## config.mk

```make
export PLATFORM = sky130hd
export DESIGN_NAME = sha256_message_hasher_top_flat
export DESIGN_NICKNAME = d
export VERILOG_FILES = /design/src/sv/sha256_pkg.sv /design/src/sv/sha256_in_if.sv /design/src/sv/sha256_out_if.sv /design/src/sv/sha256_front.sv /design/src/sv/sha256_fifo.sv /design/src/sv/sha256_core.sv /design/src/sv/sha256_message_hasher_top.sv /design/src/flat_wrapper.sv
export SDC_FILE = /design/constraint.sdc
export NUM_CORES = 2
export LEC_CHECK = 0
export BUFFER_PORTS_ARGS = -buffer_cell sky130_fd_sc_hd__buf_2
export CORE_MARGIN = 5
export CORE_UTILIZATION = 60
export CTS_BUF_LIST = sky130_fd_sc_hd__clkbuf_4 sky130_fd_sc_hd__clkbuf_8
export CTS_CLUSTER_DIAMETER = 150
export CTS_CLUSTER_SIZE = 8
export DETAILED_ROUTE_END_ITERATION = 7
export PLACE_DENSITY = 0.87
export SLEW_MARGIN = 0
export SYNTH_ARGS = -nofsm -noshare
export SYNTH_HDL_FRONTEND = slang
export SYNTH_HIERARCHICAL = 1
export SYNTH_SLANG_ARGS = --single-unit
```

## constraint.sdc

```tcl
create_clock -name i_clk -period 33.9 [get_ports i_clk]
set_input_delay 6.78 -clock i_clk [delete_from_list [all_inputs] [get_ports i_clk]]
set_output_delay 6.78 -clock i_clk [all_outputs]
set_load 0.03 [all_outputs]
```

## src/sv/sha256_pkg.sv

```systemverilog
`timescale 1ns / 1ps

package sha256_pkg;

    typedef logic [31:0] t_word;

    // one schedule word on its way from the front to the compression core
    typedef struct packed {
        t_word word;
        logic  final_blk;   // last word of the last block of a message
    } t_qword;

    localparam logic [7:0] PAD_MARK = 8'h80;
    localparam logic [5:0] LEN_POS  = 6'd56;

    localparam t_word H_INIT [8] = '{
        32'h6a09e667, 32'hbb67ae85, 32'h3c6ef372, 32'ha54ff53a,
        32'h510e527f, 32'h9b05688c, 32'h1f83d9ab, 32'h5be0cd19
    };

    localparam t_word K_ROUND [64] = '{
        32'h428a2f98, 32'h71374491, 32'hb5c0fbcf, 32'he9b5dba5,
        32'h3956c25b, 32'h59f111f1, 32'h923f82a4, 32'hab1c5ed5,
        32'hd807aa98, 32'h12835b01, 32'h243185be, 32'h550c7dc3,
        32'h72be5d74, 32'h80deb1fe, 32'h9bdc06a7, 32'hc19bf174,
        32'he49b69c1, 32'hefbe4786, 32'h0fc19dc6, 32'h240ca1cc,
        32'h2de92c6f, 32'h4a7484aa, 32'h5cb0a9dc, 32'h76f988da,
        32'h983e5152, 32'ha831c66d, 32'hb00327c8, 32'hbf597fc7,
        32'hc6e00bf3, 32'hd5a79147, 32'h06ca6351, 32'h14292967,
        32'h27b70a85, 32'h2e1b2138, 32'h4d2c6dfc, 32'h53380d13,
        32'h650a7354, 32'h766a0abb, 32'h81c2c92e, 32'h92722c85,
        32'ha2bfe8a1, 32'ha81a664b, 32'hc24b8b70, 32'hc76c51a3,
        32'hd192e819, 32'hd6990624, 32'hf40e3585, 32'h106aa070,
        32'h19a4c116, 32'h1e376c08, 32'h2748774c, 32'h34b0bcb5,
        32'h391c0cb3, 32'h4ed8aa4a, 32'h5b9cca4f, 32'h682e6ff3,
        32'h748f82ee, 32'h78a5636f, 32'h84c87814, 32'h8cc70208,
        32'h90befffa, 32'ha4506ceb, 32'hbef9a3f7, 32'hc67178f2
    };

    function automatic t_word big_sigma0(input t_word x);
        return {x[1:0], x[31:2]} ^ {x[12:0], x[31:13]} ^ {x[21:0], x[31:22]};
    endfunction

    function automatic t_word big_sigma1(input t_word x);
        return {x[5:0], x[31:6]} ^ {x[10:0], x[31:11]} ^ {x[24:0], x[31:25]};
    endfunction

    function automatic t_word small_sigma0(input t_word x);
        return {x[6:0], x[31:7]} ^ {x[17:0], x[31:18]} ^ {3'b000, x[31:3]};
    endfunction

    function automatic t_word small_sigma1(input t_word x);
        return {x[16:0], x[31:17]} ^ {x[18:0], x[31:19]} ^ {10'b0, x[31:10]};
    endfunction

endpackage

```

## src/sv/sha256_in_if.sv

```systemverilog
`timescale 1ns / 1ps

interface sha256_in_if;
    logic       valid;
    logic       ready;
    logic [7:0] data_byte;
    logic       byte_valid;
    logic       last;

    modport source (output valid, data_byte, byte_valid, last, input ready);
    modport sink   (input valid, data_byte, byte_valid, last, output ready);
endinterface

```

## src/sv/sha256_out_if.sv

```systemverilog
`timescale 1ns / 1ps

interface sha256_out_if;
    logic        valid;
    logic        ready;
    logic [31:0] hash_word_0;
    logic [31:0] hash_word_1;
    logic [31:0] hash_word_2;
    logic [31:0] hash_word_3;
    logic [31:0] hash_word_4;
    logic [31:0] hash_word_5;
    logic [31:0] hash_word_6;
    logic [31:0] hash_word_7;

    modport source (output valid, hash_word_0, hash_word_1, hash_word_2, hash_word_3,
                    hash_word_4, hash_word_5, hash_word_6, hash_word_7, input ready);
    modport sink   (input valid, hash_word_0, hash_word_1, hash_word_2, hash_word_3,
                    hash_word_4, hash_word_5, hash_word_6, hash_word_7, output ready);
endinterface

```

## src/sv/sha256_front.sv

```systemverilog
`timescale 1ns / 1ps

module sha256_front (
    input  logic                i_clk,
    input  logic                i_rst_n,
    sha256_in_if.sink           i_in,
    input  logic                i_q_full,
    output logic                o_q_push,
    output sha256_pkg::t_qword  o_q_data
);

    localparam logic [1:0] ST_DATA = 2'd0;
    localparam logic [1:0] ST_MARK = 2'd1;
    localparam logic [1:0] ST_ZERO = 2'd2;
    localparam logic [1:0] ST_LEN  = 2'd3;

    logic [1:0]  r_state, n_state;
    logic [5:0]  r_fill, n_fill;
    logic [63:0] r_bit_len, n_bit_len;
    logic [2:0]  r_len_idx, n_len_idx;
    logic [23:0] r_word;

    logic        w_acc;
    logic        w_step;
    logic [7:0]  w_byte;

    assign i_in.ready = (r_state == ST_DATA) && !i_q_full;
    assign w_acc      = i_in.valid && i_in.ready;

    always_comb begin
        n_state   = r_state;
        n_fill    = r_fill;
        n_bit_len = r_bit_len;
        n_len_idx = r_len_idx;
        w_step    = 1'b0;
        w_byte    = i_in.data_byte;
        unique case (r_state)
            ST_DATA: begin
                if (w_acc) begin
                    w_step = i_in.byte_valid;
                    if (i_in.byte_valid) begin
                        n_bit_len = r_bit_len + 64'd8;
                    end
                    if (i_in.last) begin
                        n_state = ST_MARK;
                    end
                end
            end
            ST_MARK: begin
                w_step = !i_q_full;
                w_byte = sha256_pkg::PAD_MARK;
                if (w_step) begin
                    n_state = (r_fill + 6'd1 == sha256_pkg::LEN_POS) ? ST_LEN : ST_ZERO;
                end
            end
            ST_ZERO: begin
                w_step = !i_q_full;
                w_byte = 8'h00;
                if (w_step && (r_fill + 6'd1 == sha256_pkg::LEN_POS)) begin
                    n_state = ST_LEN;
                end
            end
            ST_LEN: begin
                w_step = !i_q_full;
                // big-endian: most significant length byte first
                w_byte = r_bit_len[{~r_len_idx, 3'b000} +: 8];
                if (w_step) begin
                    n_len_idx = r_len_idx + 3'd1;
                    if (r_len_idx == 3'd7) begin
                        n_state   = ST_DATA;
                        n_bit_len = 64'd0;
                    end
                end
            end
            default: n_state = ST_DATA;
        endcase
        if (w_step) begin
            n_fill = r_fill + 6'd1;
        end
    end

    assign o_q_push           = w_step && (r_fill[1:0] == 2'b11);
    assign o_q_data.word      = {r_word, w_byte};
    assign o_q_data.final_blk = (r_state == ST_LEN) && (r_len_idx == 3'd7);

    always_ff @(posedge i_clk) begin
        if (!i_rst_n) begin
            r_state   <= ST_DATA;
            r_fill    <= 6'd0;
            r_bit_len <= 64'd0;
            r_len_idx <= 3'd0;
        end else begin
            r_state   <= n_state;
            r_fill    <= n_fill;
            r_bit_len <= n_bit_len;
            r_len_idx <= n_len_idx;
        end
    end

    always_ff @(posedge i_clk) begin
        if (w_step) begin
            r_word <= {r_word[15:0], w_byte};
        end
    end

    a_final_ends_block: assert property (@(posedge i_clk) disable iff (!i_rst_n)
        (o_q_push && o_q_data.final_blk) |-> (r_fill == 6'd63))
        else $error("final word not at end of block");

    a_len_in_tail: assert property (@(posedge i_clk) disable iff (!i_rst_n)
        (r_state == ST_LEN) |-> (r_fill[5:3] == 3'b111))
        else $error("length bytes outside block tail");

endmodule

```

## src/sv/sha256_fifo.sv

```systemverilog
`timescale 1ns / 1ps

module sha256_fifo #(
    parameter int P_DEPTH = 4
) (
    input  logic                i_clk,
    input  logic                i_rst_n,
    input  logic                i_push,
    input  sha256_pkg::t_qword  i_data,
    output logic                o_full,
    input  logic                i_pop,
    output sha256_pkg::t_qword  o_data,
    output logic                o_empty
);

    localparam int PTR_W = $clog2(P_DEPTH);
    localparam int CNT_W = $clog2(P_DEPTH + 1);

    sha256_pkg::t_qword r_mem [P_DEPTH];
    logic [PTR_W-1:0]   r_wr_ptr;
    logic [PTR_W-1:0]   r_rd_ptr;
    logic [CNT_W-1:0]   r_count;

    assign o_full  = (r_count == CNT_W'(P_DEPTH));
    assign o_empty = (r_count == '0);
    assign o_data  = r_mem[r_rd_ptr];

    always_ff @(posedge i_clk) begin
        if (!i_rst_n) begin
            r_wr_ptr <= '0;
            r_rd_ptr <= '0;
            r_count  <= '0;
        end else begin
            if (i_push) begin
                r_wr_ptr <= (r_wr_ptr == PTR_W'(P_DEPTH - 1)) ? '0 : r_wr_ptr + 1'b1;
            end
            if (i_pop) begin
                r_rd_ptr <= (r_rd_ptr == PTR_W'(P_DEPTH - 1)) ? '0 : r_rd_ptr + 1'b1;
            end
            if (i_push && !i_pop) begin
                r_count <= r_count + 1'b1;
            end else if (i_pop && !i_push) begin
                r_count <= r_count - 1'b1;
            end
        end
    end

    always_ff @(posedge i_clk) begin
        if (i_push) begin
            r_mem[r_wr_ptr] <= i_data;
        end
    end

    a_no_overflow: assert property (@(posedge i_clk) disable iff (!i_rst_n)
        i_push |-> (!o_full || i_pop))
        else $error("queue overflow");

endmodule

```

## src/sv/sha256_core.sv

```systemverilog
`timescale 1ns / 1ps

module sha256_core (
    input  logic                i_clk,
    input  logic                i_rst_n,
    input  logic                i_q_empty,
    output logic                o_q_pop,
    input  sha256_pkg::t_qword  i_q_data,
    sha256_out_if.source        o_out
);

    localparam logic [1:0] ST_LOAD  = 2'd0;
    localparam logic [1:0] ST_ROUND = 2'd1;
    localparam logic [1:0] ST_ADD   = 2'd2;

    logic [1:0]        r_state;
    logic [3:0]        r_wcnt;
    logic [5:0]        r_round;
    logic              r_final;
    logic              r_out_valid;
    sha256_pkg::t_word r_w   [16];
    sha256_pkg::t_word r_v   [8];
    sha256_pkg::t_word r_h   [8];
    sha256_pkg::t_word r_dig [8];

    sha256_pkg::t_word w_t1, w_t2, w_ch, w_maj, w_new;
    logic              w_add_go;

    assign o_q_pop = (r_state == ST_LOAD) && !i_q_empty;

    assign w_ch  = (r_v[4] & r_v[5]) ^ (~r_v[4] & r_v[6]);
    assign w_maj = (r_v[0] & r_v[1]) ^ (r_v[0] & r_v[2]) ^ (r_v[1] & r_v[2]);
    assign w_t1  = r_v[7] + sha256_pkg::big_sigma1(r_v[4]) + w_ch
                 + sha256_pkg::K_ROUND[r_round] + r_w[0];
    assign w_t2  = sha256_pkg::big_sigma0(r_v[0]) + w_maj;
    assign w_new = r_w[0] + sha256_pkg::small_sigma0(r_w[1]) + r_w[9]
                 + sha256_pkg::small_sigma1(r_w[14]);

    // hold the last block's result while the previous digest is still unread
    assign w_add_go = !(r_final && r_out_valid && !o_out.ready);

    always_ff @(posedge i_clk) begin
        if (!i_rst_n) begin
            r_state     <= ST_LOAD;
            r_wcnt      <= 4'd0;
            r_round     <= 6'd0;
            r_final     <= 1'b0;
            r_out_valid <= 1'b0;
            for (int i = 0; i < 8; i++) begin
                r_h[i] <= sha256_pkg::H_INIT[i];
            end
        end else begin
            if (o_out.ready) begin
                r_out_valid <= 1'b0;
            end
            unique case (r_state)
                ST_LOAD: begin
                    if (o_q_pop) begin
                        r_wcnt <= r_wcnt + 4'd1;
                        if (r_wcnt == 4'd15) begin
                            r_state <= ST_ROUND;
                            r_final <= i_q_data.final_blk;
                            r_round <= 6'd0;
                        end
                    end
                end
                ST_ROUND: begin
                    r_round <= r_round + 6'd1;
                    if (r_round == 6'd63) begin
                        r_state <= ST_ADD;
                    end
                end
                ST_ADD: begin
                    if (w_add_go) begin
                        r_state <= ST_LOAD;
                        for (int i = 0; i < 8; i++) begin
                            r_h[i] <= r_final ? sha256_pkg::H_INIT[i] : r_h[i] + r_v[i];
                        end
                        if (r_final) begin
                            r_out_valid <= 1'b1;
                        end
                    end
                end
                default: r_state <= ST_LOAD;
            endcase
        end
    end

    always_ff @(posedge i_clk) begin
        if (o_q_pop) begin
            for (int i = 0; i < 15; i++) begin
                r_w[i] <= r_w[i+1];
            end
            r_w[15] <= i_q_data.word;
        end else if (r_state == ST_ROUND) begin
            for (int i = 0; i < 15; i++) begin
                r_w[i] <= r_w[i+1];
            end
            r_w[15] <= w_new;
        end
        if (r_state == ST_LOAD) begin
            for (int i = 0; i < 8; i++) begin
                r_v[i] <= r_h[i];
            end
        end else if (r_state == ST_ROUND) begin
            r_v[7] <= r_v[6];
            r_v[6] <= r_v[5];
            r_v[5] <= r_v[4];
            r_v[4] <= r_v[3] + w_t1;
            r_v[3] <= r_v[2];
            r_v[2] <= r_v[1];
            r_v[1] <= r_v[0];
            r_v[0] <= w_t1 + w_t2;
        end
        if ((r_state == ST_ADD) && w_add_go && r_final) begin
            for (int i = 0; i < 8; i++) begin
                r_dig[i] <= r_h[i] + r_v[i];
            end
        end
    end

    assign o_out.valid       = r_out_valid;
    assign o_out.hash_word_0 = r_dig[0];
    assign o_out.hash_word_1 = r_dig[1];
    assign o_out.hash_word_2 = r_dig[2];
    assign o_out.hash_word_3 = r_dig[3];
    assign o_out.hash_word_4 = r_dig[4];
    assign o_out.hash_word_5 = r_dig[5];
    assign o_out.hash_word_6 = r_dig[6];
    assign o_out.hash_word_7 = r_dig[7];

    a_digest_from_add: assert property (@(posedge i_clk) disable iff (!i_rst_n)
        $rose(r_out_valid) |-> $past(r_state == ST_ADD))
        else $error("digest raised outside final add");

    a_final_aligned: assert property (@(posedge i_clk) disable iff (!i_rst_n)
        (o_q_pop && i_q_data.final_blk) |-> (r_wcnt == 4'd15))
        else $error("final word not last of block");

    a_rounds_full_block: assert property (@(posedge i_clk) disable iff (!i_rst_n)
        (r_state == ST_ROUND) |-> (r_wcnt == 4'd0))
        else $error("rounds started on partial block");

endmodule

```

## src/sv/sha256_message_hasher_top.sv

```systemverilog
`timescale 1ns / 1ps

// SHA-256 hasher fed one message byte per word on i_in.
// i_in carries data_byte, byte_valid and last; a word with last set closes
// the message (byte_valid 0 with last 1 closes it without adding a byte).
// o_out carries one word per message: the eight digest words hash_word_0..7.
// The front takes one input word per cycle while the word queue has room and
// packs bytes into 32-bit schedule words. On last it stops taking input and
// emits padding and length at one byte per cycle while the queue has room
// (9 to 72 bytes). The core compresses each 64-byte block by 16 word loads,
// 64 rounds of one shared round unit and one chaining add. The sustained
// rate is set by the one-byte-per-cycle front: the four-word queue holds
// only 16 bytes across the round and add steps, and the rest of the block
// arrives while the core loads.
// The closing word is followed by padding and one or two block compressions
// before o_out.valid rises.
// A stalled receiver holds the digest in the output register; the core keeps
// hashing the next message and waits only before a second digest.
// Reset (i_rst_n low, synchronous) empties the queue, drops any partial
// message and loads the initial chaining words.
module sha256_message_hasher_top #(
    parameter int P_FIFO_DEPTH = 4
) (
    input  logic          i_clk,
    input  logic          i_rst_n,
    sha256_in_if.sink     i_in,
    sha256_out_if.source  o_out
);

    logic               w_q_push;
    logic               w_q_full;
    logic               w_q_pop;
    logic               w_q_empty;
    sha256_pkg::t_qword w_q_wr;
    sha256_pkg::t_qword w_q_rd;

    sha256_front u_front (
        .i_clk    (i_clk),
        .i_rst_n  (i_rst_n),
        .i_in     (i_in),
        .i_q_full (w_q_full),
        .o_q_push (w_q_push),
        .o_q_data (w_q_wr)
    );

    sha256_fifo #(
        .P_DEPTH (P_FIFO_DEPTH)
    ) u_fifo (
        .i_clk   (i_clk),
        .i_rst_n (i_rst_n),
        .i_push  (w_q_push),
        .i_data  (w_q_wr),
        .o_full  (w_q_full),
        .i_pop   (w_q_pop),
        .o_data  (w_q_rd),
        .o_empty (w_q_empty)
    );

    sha256_core u_core (
        .i_clk     (i_clk),
        .i_rst_n   (i_rst_n),
        .i_q_empty (w_q_empty),
        .o_q_pop   (w_q_pop),
        .i_q_data  (w_q_rd),
        .o_out     (o_out)
    );

endmodule

```

## src/flat_wrapper.sv

```systemverilog
// flat-port wrapper written by rule: the top's interface ports become plain ports
module sha256_message_hasher_top_flat 
#(
    parameter int P_FIFO_DEPTH = 4
)
  (i_clk, i_rst_n, i_in_valid, i_in_data_byte, i_in_byte_valid, i_in_last, i_in_ready, o_out_valid, o_out_hash_word_0, o_out_hash_word_1, o_out_hash_word_2, o_out_hash_word_3, o_out_hash_word_4, o_out_hash_word_5, o_out_hash_word_6, o_out_hash_word_7, o_out_ready);
  sha256_in_if i_in_i ();
  sha256_out_if o_out_i ();
  input  logic i_clk;
  input  logic i_rst_n;
  input wire logic [$bits(i_in_i.valid)-1:0] i_in_valid;
  input wire logic [$bits(i_in_i.data_byte)-1:0] i_in_data_byte;
  input wire logic [$bits(i_in_i.byte_valid)-1:0] i_in_byte_valid;
  input wire logic [$bits(i_in_i.last)-1:0] i_in_last;
  output wire logic [$bits(i_in_i.ready)-1:0] i_in_ready;
  output wire logic [$bits(o_out_i.valid)-1:0] o_out_valid;
  output wire logic [$bits(o_out_i.hash_word_0)-1:0] o_out_hash_word_0;
  output wire logic [$bits(o_out_i.hash_word_1)-1:0] o_out_hash_word_1;
  output wire logic [$bits(o_out_i.hash_word_2)-1:0] o_out_hash_word_2;
  output wire logic [$bits(o_out_i.hash_word_3)-1:0] o_out_hash_word_3;
  output wire logic [$bits(o_out_i.hash_word_4)-1:0] o_out_hash_word_4;
  output wire logic [$bits(o_out_i.hash_word_5)-1:0] o_out_hash_word_5;
  output wire logic [$bits(o_out_i.hash_word_6)-1:0] o_out_hash_word_6;
  output wire logic [$bits(o_out_i.hash_word_7)-1:0] o_out_hash_word_7;
  input wire logic [$bits(o_out_i.ready)-1:0] o_out_ready;
  assign i_in_i.valid = i_in_valid;
  assign i_in_i.data_byte = i_in_data_byte;
  assign i_in_i.byte_valid = i_in_byte_valid;
  assign i_in_i.last = i_in_last;
  assign i_in_ready = i_in_i.ready;
  assign o_out_valid = o_out_i.valid;
  assign o_out_hash_word_0 = o_out_i.hash_word_0;
  assign o_out_hash_word_1 = o_out_i.hash_word_1;
  assign o_out_hash_word_2 = o_out_i.hash_word_2;
  assign o_out_hash_word_3 = o_out_i.hash_word_3;
  assign o_out_hash_word_4 = o_out_i.hash_word_4;
  assign o_out_hash_word_5 = o_out_i.hash_word_5;
  assign o_out_hash_word_6 = o_out_i.hash_word_6;
  assign o_out_hash_word_7 = o_out_i.hash_word_7;
  assign o_out_i.ready = o_out_ready;
  sha256_message_hasher_top #(.P_FIFO_DEPTH(P_FIFO_DEPTH)) u_core (.i_clk(i_clk), .i_rst_n(i_rst_n), .i_in(i_in_i), .o_out(o_out_i));
endmodule
```

==> run metrics <==
Worst R2R Start u_core/u_core/r_round[1]$_SDFFE_PN0P_; I/O pin cnt 272; startpoint types flop; Inserted Clock Buffers 209; final WL 235 mm; Reg clk slew, reported paths 0.09 ns; crit path from u_core/u_core/r_round[1]$_SDFFE_PN0P_; vias 58063; via/cell ratio 6.41; Final Slew Violations 0; Max-Cap Viols 0; post-route minimum period 10.11 ns; # setup viols final 0; H-tree levels 4; post-route ant nets 0; run status completed; async set-reset flop share out of synthesis 0%; Rel. slew slack 22.4%; library cells used by synthesis 108; GP Congestion 1.01; CP peak stage delay 0.87 ns; fin nets 7807; die height 381 um; DRC viols 0; Max FO, Critical Path 15; area of the core 0.137 sq mm; critical path data arrival time 10.83 ns; total track usage 31.8%; Worst Path Required 34.62 ns; worst-skew pair later-pin latency 1.01 ns; Synth Instances 6934; Mapped Area 0.0824 sq mm; IO Port Bufs 271; Worst path top cell family by delay compound AO/OA/AOI/OAI gates; die area 0.145 sq mm; number of global-route vias before repair 56209; antenna violations before repair 8; total negative slack 0 ns; most common cell after layout, fill and taps aside edfxtp_1; initial core utilization 60.2%; Fillers 9823; largest net degree at the start of global routing 210; Slew @ Worst Pin 1.16 ns; sequential share of the synthesized area 54.6%; drt first pass iters 8; Die X 381 um; net count after synthesis 7551; post-CTS sizing 0; Core Rows 136; CTS tree built; register bit count reported by yosys 1531; clock net sink count 1531; Longest Clk Path Bufs 3; CTS Root Cell clkbuf_8; postcts setup bufs 0; first-pass GRT wire length 348 mm; layout cells sized above 1 10.0%; post-cts hold buffer count 0; Worst Hold Class flop to flop; critical hold path startpoint u_core/u_core/r_w[0][71]$_DFFE_PP_; Synthesis Warnings 6; Worst Skew 0.0985 ns; Avg WL per Cell 26.0 um; Hold Fails Final Rpt 0; Critical Path End Type flop; most frequent cells in the layout edfxtp_1, nand2_1, xnor2_1; area delta synth->final 7.95%; DPL Wire Length 169 mm; Slowest-stage cell, CP ha_1; crit path kind flop to flop; setup repair after global routing missed its margin false; Post-synth EDFFs 1436; global route overflow 0; initial DRC count 7386; Buf/Inv on CP 2; syn avg cell area 11.9 sq um; Post-synth top flop edfxtp_1; final worst-path cycle share 29.8%; Max Freq 98.9 MHz
[cells in the mapped netlist, drive strengths merged (37+ instances only)]
master	count	share of area, %
clkbuf	243	1.1
inv	332	1.5
and3	37	0.28
mux2i	71	0.86
nor3	95	0.58
nor2b	58	0.44
nand2b	144	1.1
fa	196	4.8
o21ai	331	2.0
o21a	54	0.49
nand4	42	0.33
edfxtp	1436	52
ha	407	6.2
a21o	191	1.7
o21bai	47	0.43
and2	143	1.1
xnor2	454	4.8
mux4	55	1.5
a31oi	51	0.39
dfxtp	95	2.3
xor2	159	1.7
nand3	99	0.60
nand2	922	4.2
o31ai	51	0.47
a21oi	394	2.4
nor2	323	1.5
or3	51	0.39
[registers in the layout, indices dropped and copies added, names as in the netlist, named ones only]
name,count
u_core/u_core/o_out.valid,1
u_core/u_core/r_dig,256
u_core/u_core/r_final,1
u_core/u_core/r_h,256
u_core/u_core/r_round,6
u_core/u_core/r_state,2
u_core/u_core/r_v,256
u_core/u_core/r_w,512
u_core/u_core/r_wcnt,4
u_core/u_fifo/r_count,3
u_core/u_fifo/r_mem,132
u_core/u_fifo/r_rd_ptr,2
u_core/u_fifo/r_wr_ptr,2
u_core/u_front/r_bit_len,61
u_core/u_front/r_fill,6
u_core/u_front/r_len_idx,3
u_core/u_front/r_state,2
u_core/u_front/r_word,24
[through the flow]
stage                     setup slack (ns)  utilization (%)  hold slack [ns]  std cells  cell area, sq um
after floorplan                       7.87                -            0.400       6934             82400
after CTS                            23.95             65.0            0.336       9052             89000
final                                23.79             65.0            0.352       9056             89000
after detailed placement             23.14             62.4            0.405       8773             85400
after global routing                 23.34             65.0            0.360       9054             89000
after global placement               23.38             62.4            0.400       8773             85400
[area by class of cell]
cell class	instances	area, sq um	share of cell area (%)
inverters	336	1270	1.43
clock buffers	264	3300	3.70
flip-flops and latches	1531	45000	50.6
well taps	1794	2240	2.52
repair buffers	321	1770	1.99
multi-input cells	4791	35100	39.5
clock inverters	15	249	0.280
diodes	4	10.0	0.0112
[layer usage]
layer / up-vias / GRT usage [%] / routed length [um]
met5: - / 0 / 13
met4: 2 / 17.1 / 14800
met3: 753 / 7.07 / 25700
met2: 3587 / 48.1 / 104000
met1: 28241 / 43.3 / 90400
li1: 25480 / - / -
[path summary, 6_finish.rpt]
kind / endpoint / slack (ns) / depth (start not counted)
worst max register to register: u_core/u_core/r_v[0][31]$_DFFE_PP_ / 23.79 / 33
worst min-delay path: u_core/u_core/r_w[0][39]$_DFFE_PP_ / 0.35 / 0
worst max-delay path: u_core/u_core/r_v[0][31]$_DFFE_PP_ / 23.79 / 33
worst min register to register: u_core/u_core/r_w[0][39]$_DFFE_PP_ / 0.35 / 0
[logic make-up after synthesis]
kind of cell / count (synthesis) / synth area share [%]
flops: 1531 / 54.6
buf+inv: 612 / 2.87
simple gates: 2023 / 11.5
compound gates: 1387 / 10.7
mux: 133 / 2.48
xor+xnor: 615 / 6.59
fa+ha+maj: 633 / 11.3
Power is left out: the tool's default activity adds up to more than one toggle a clock period on the data nets, which glitch-free logic cannot reach.
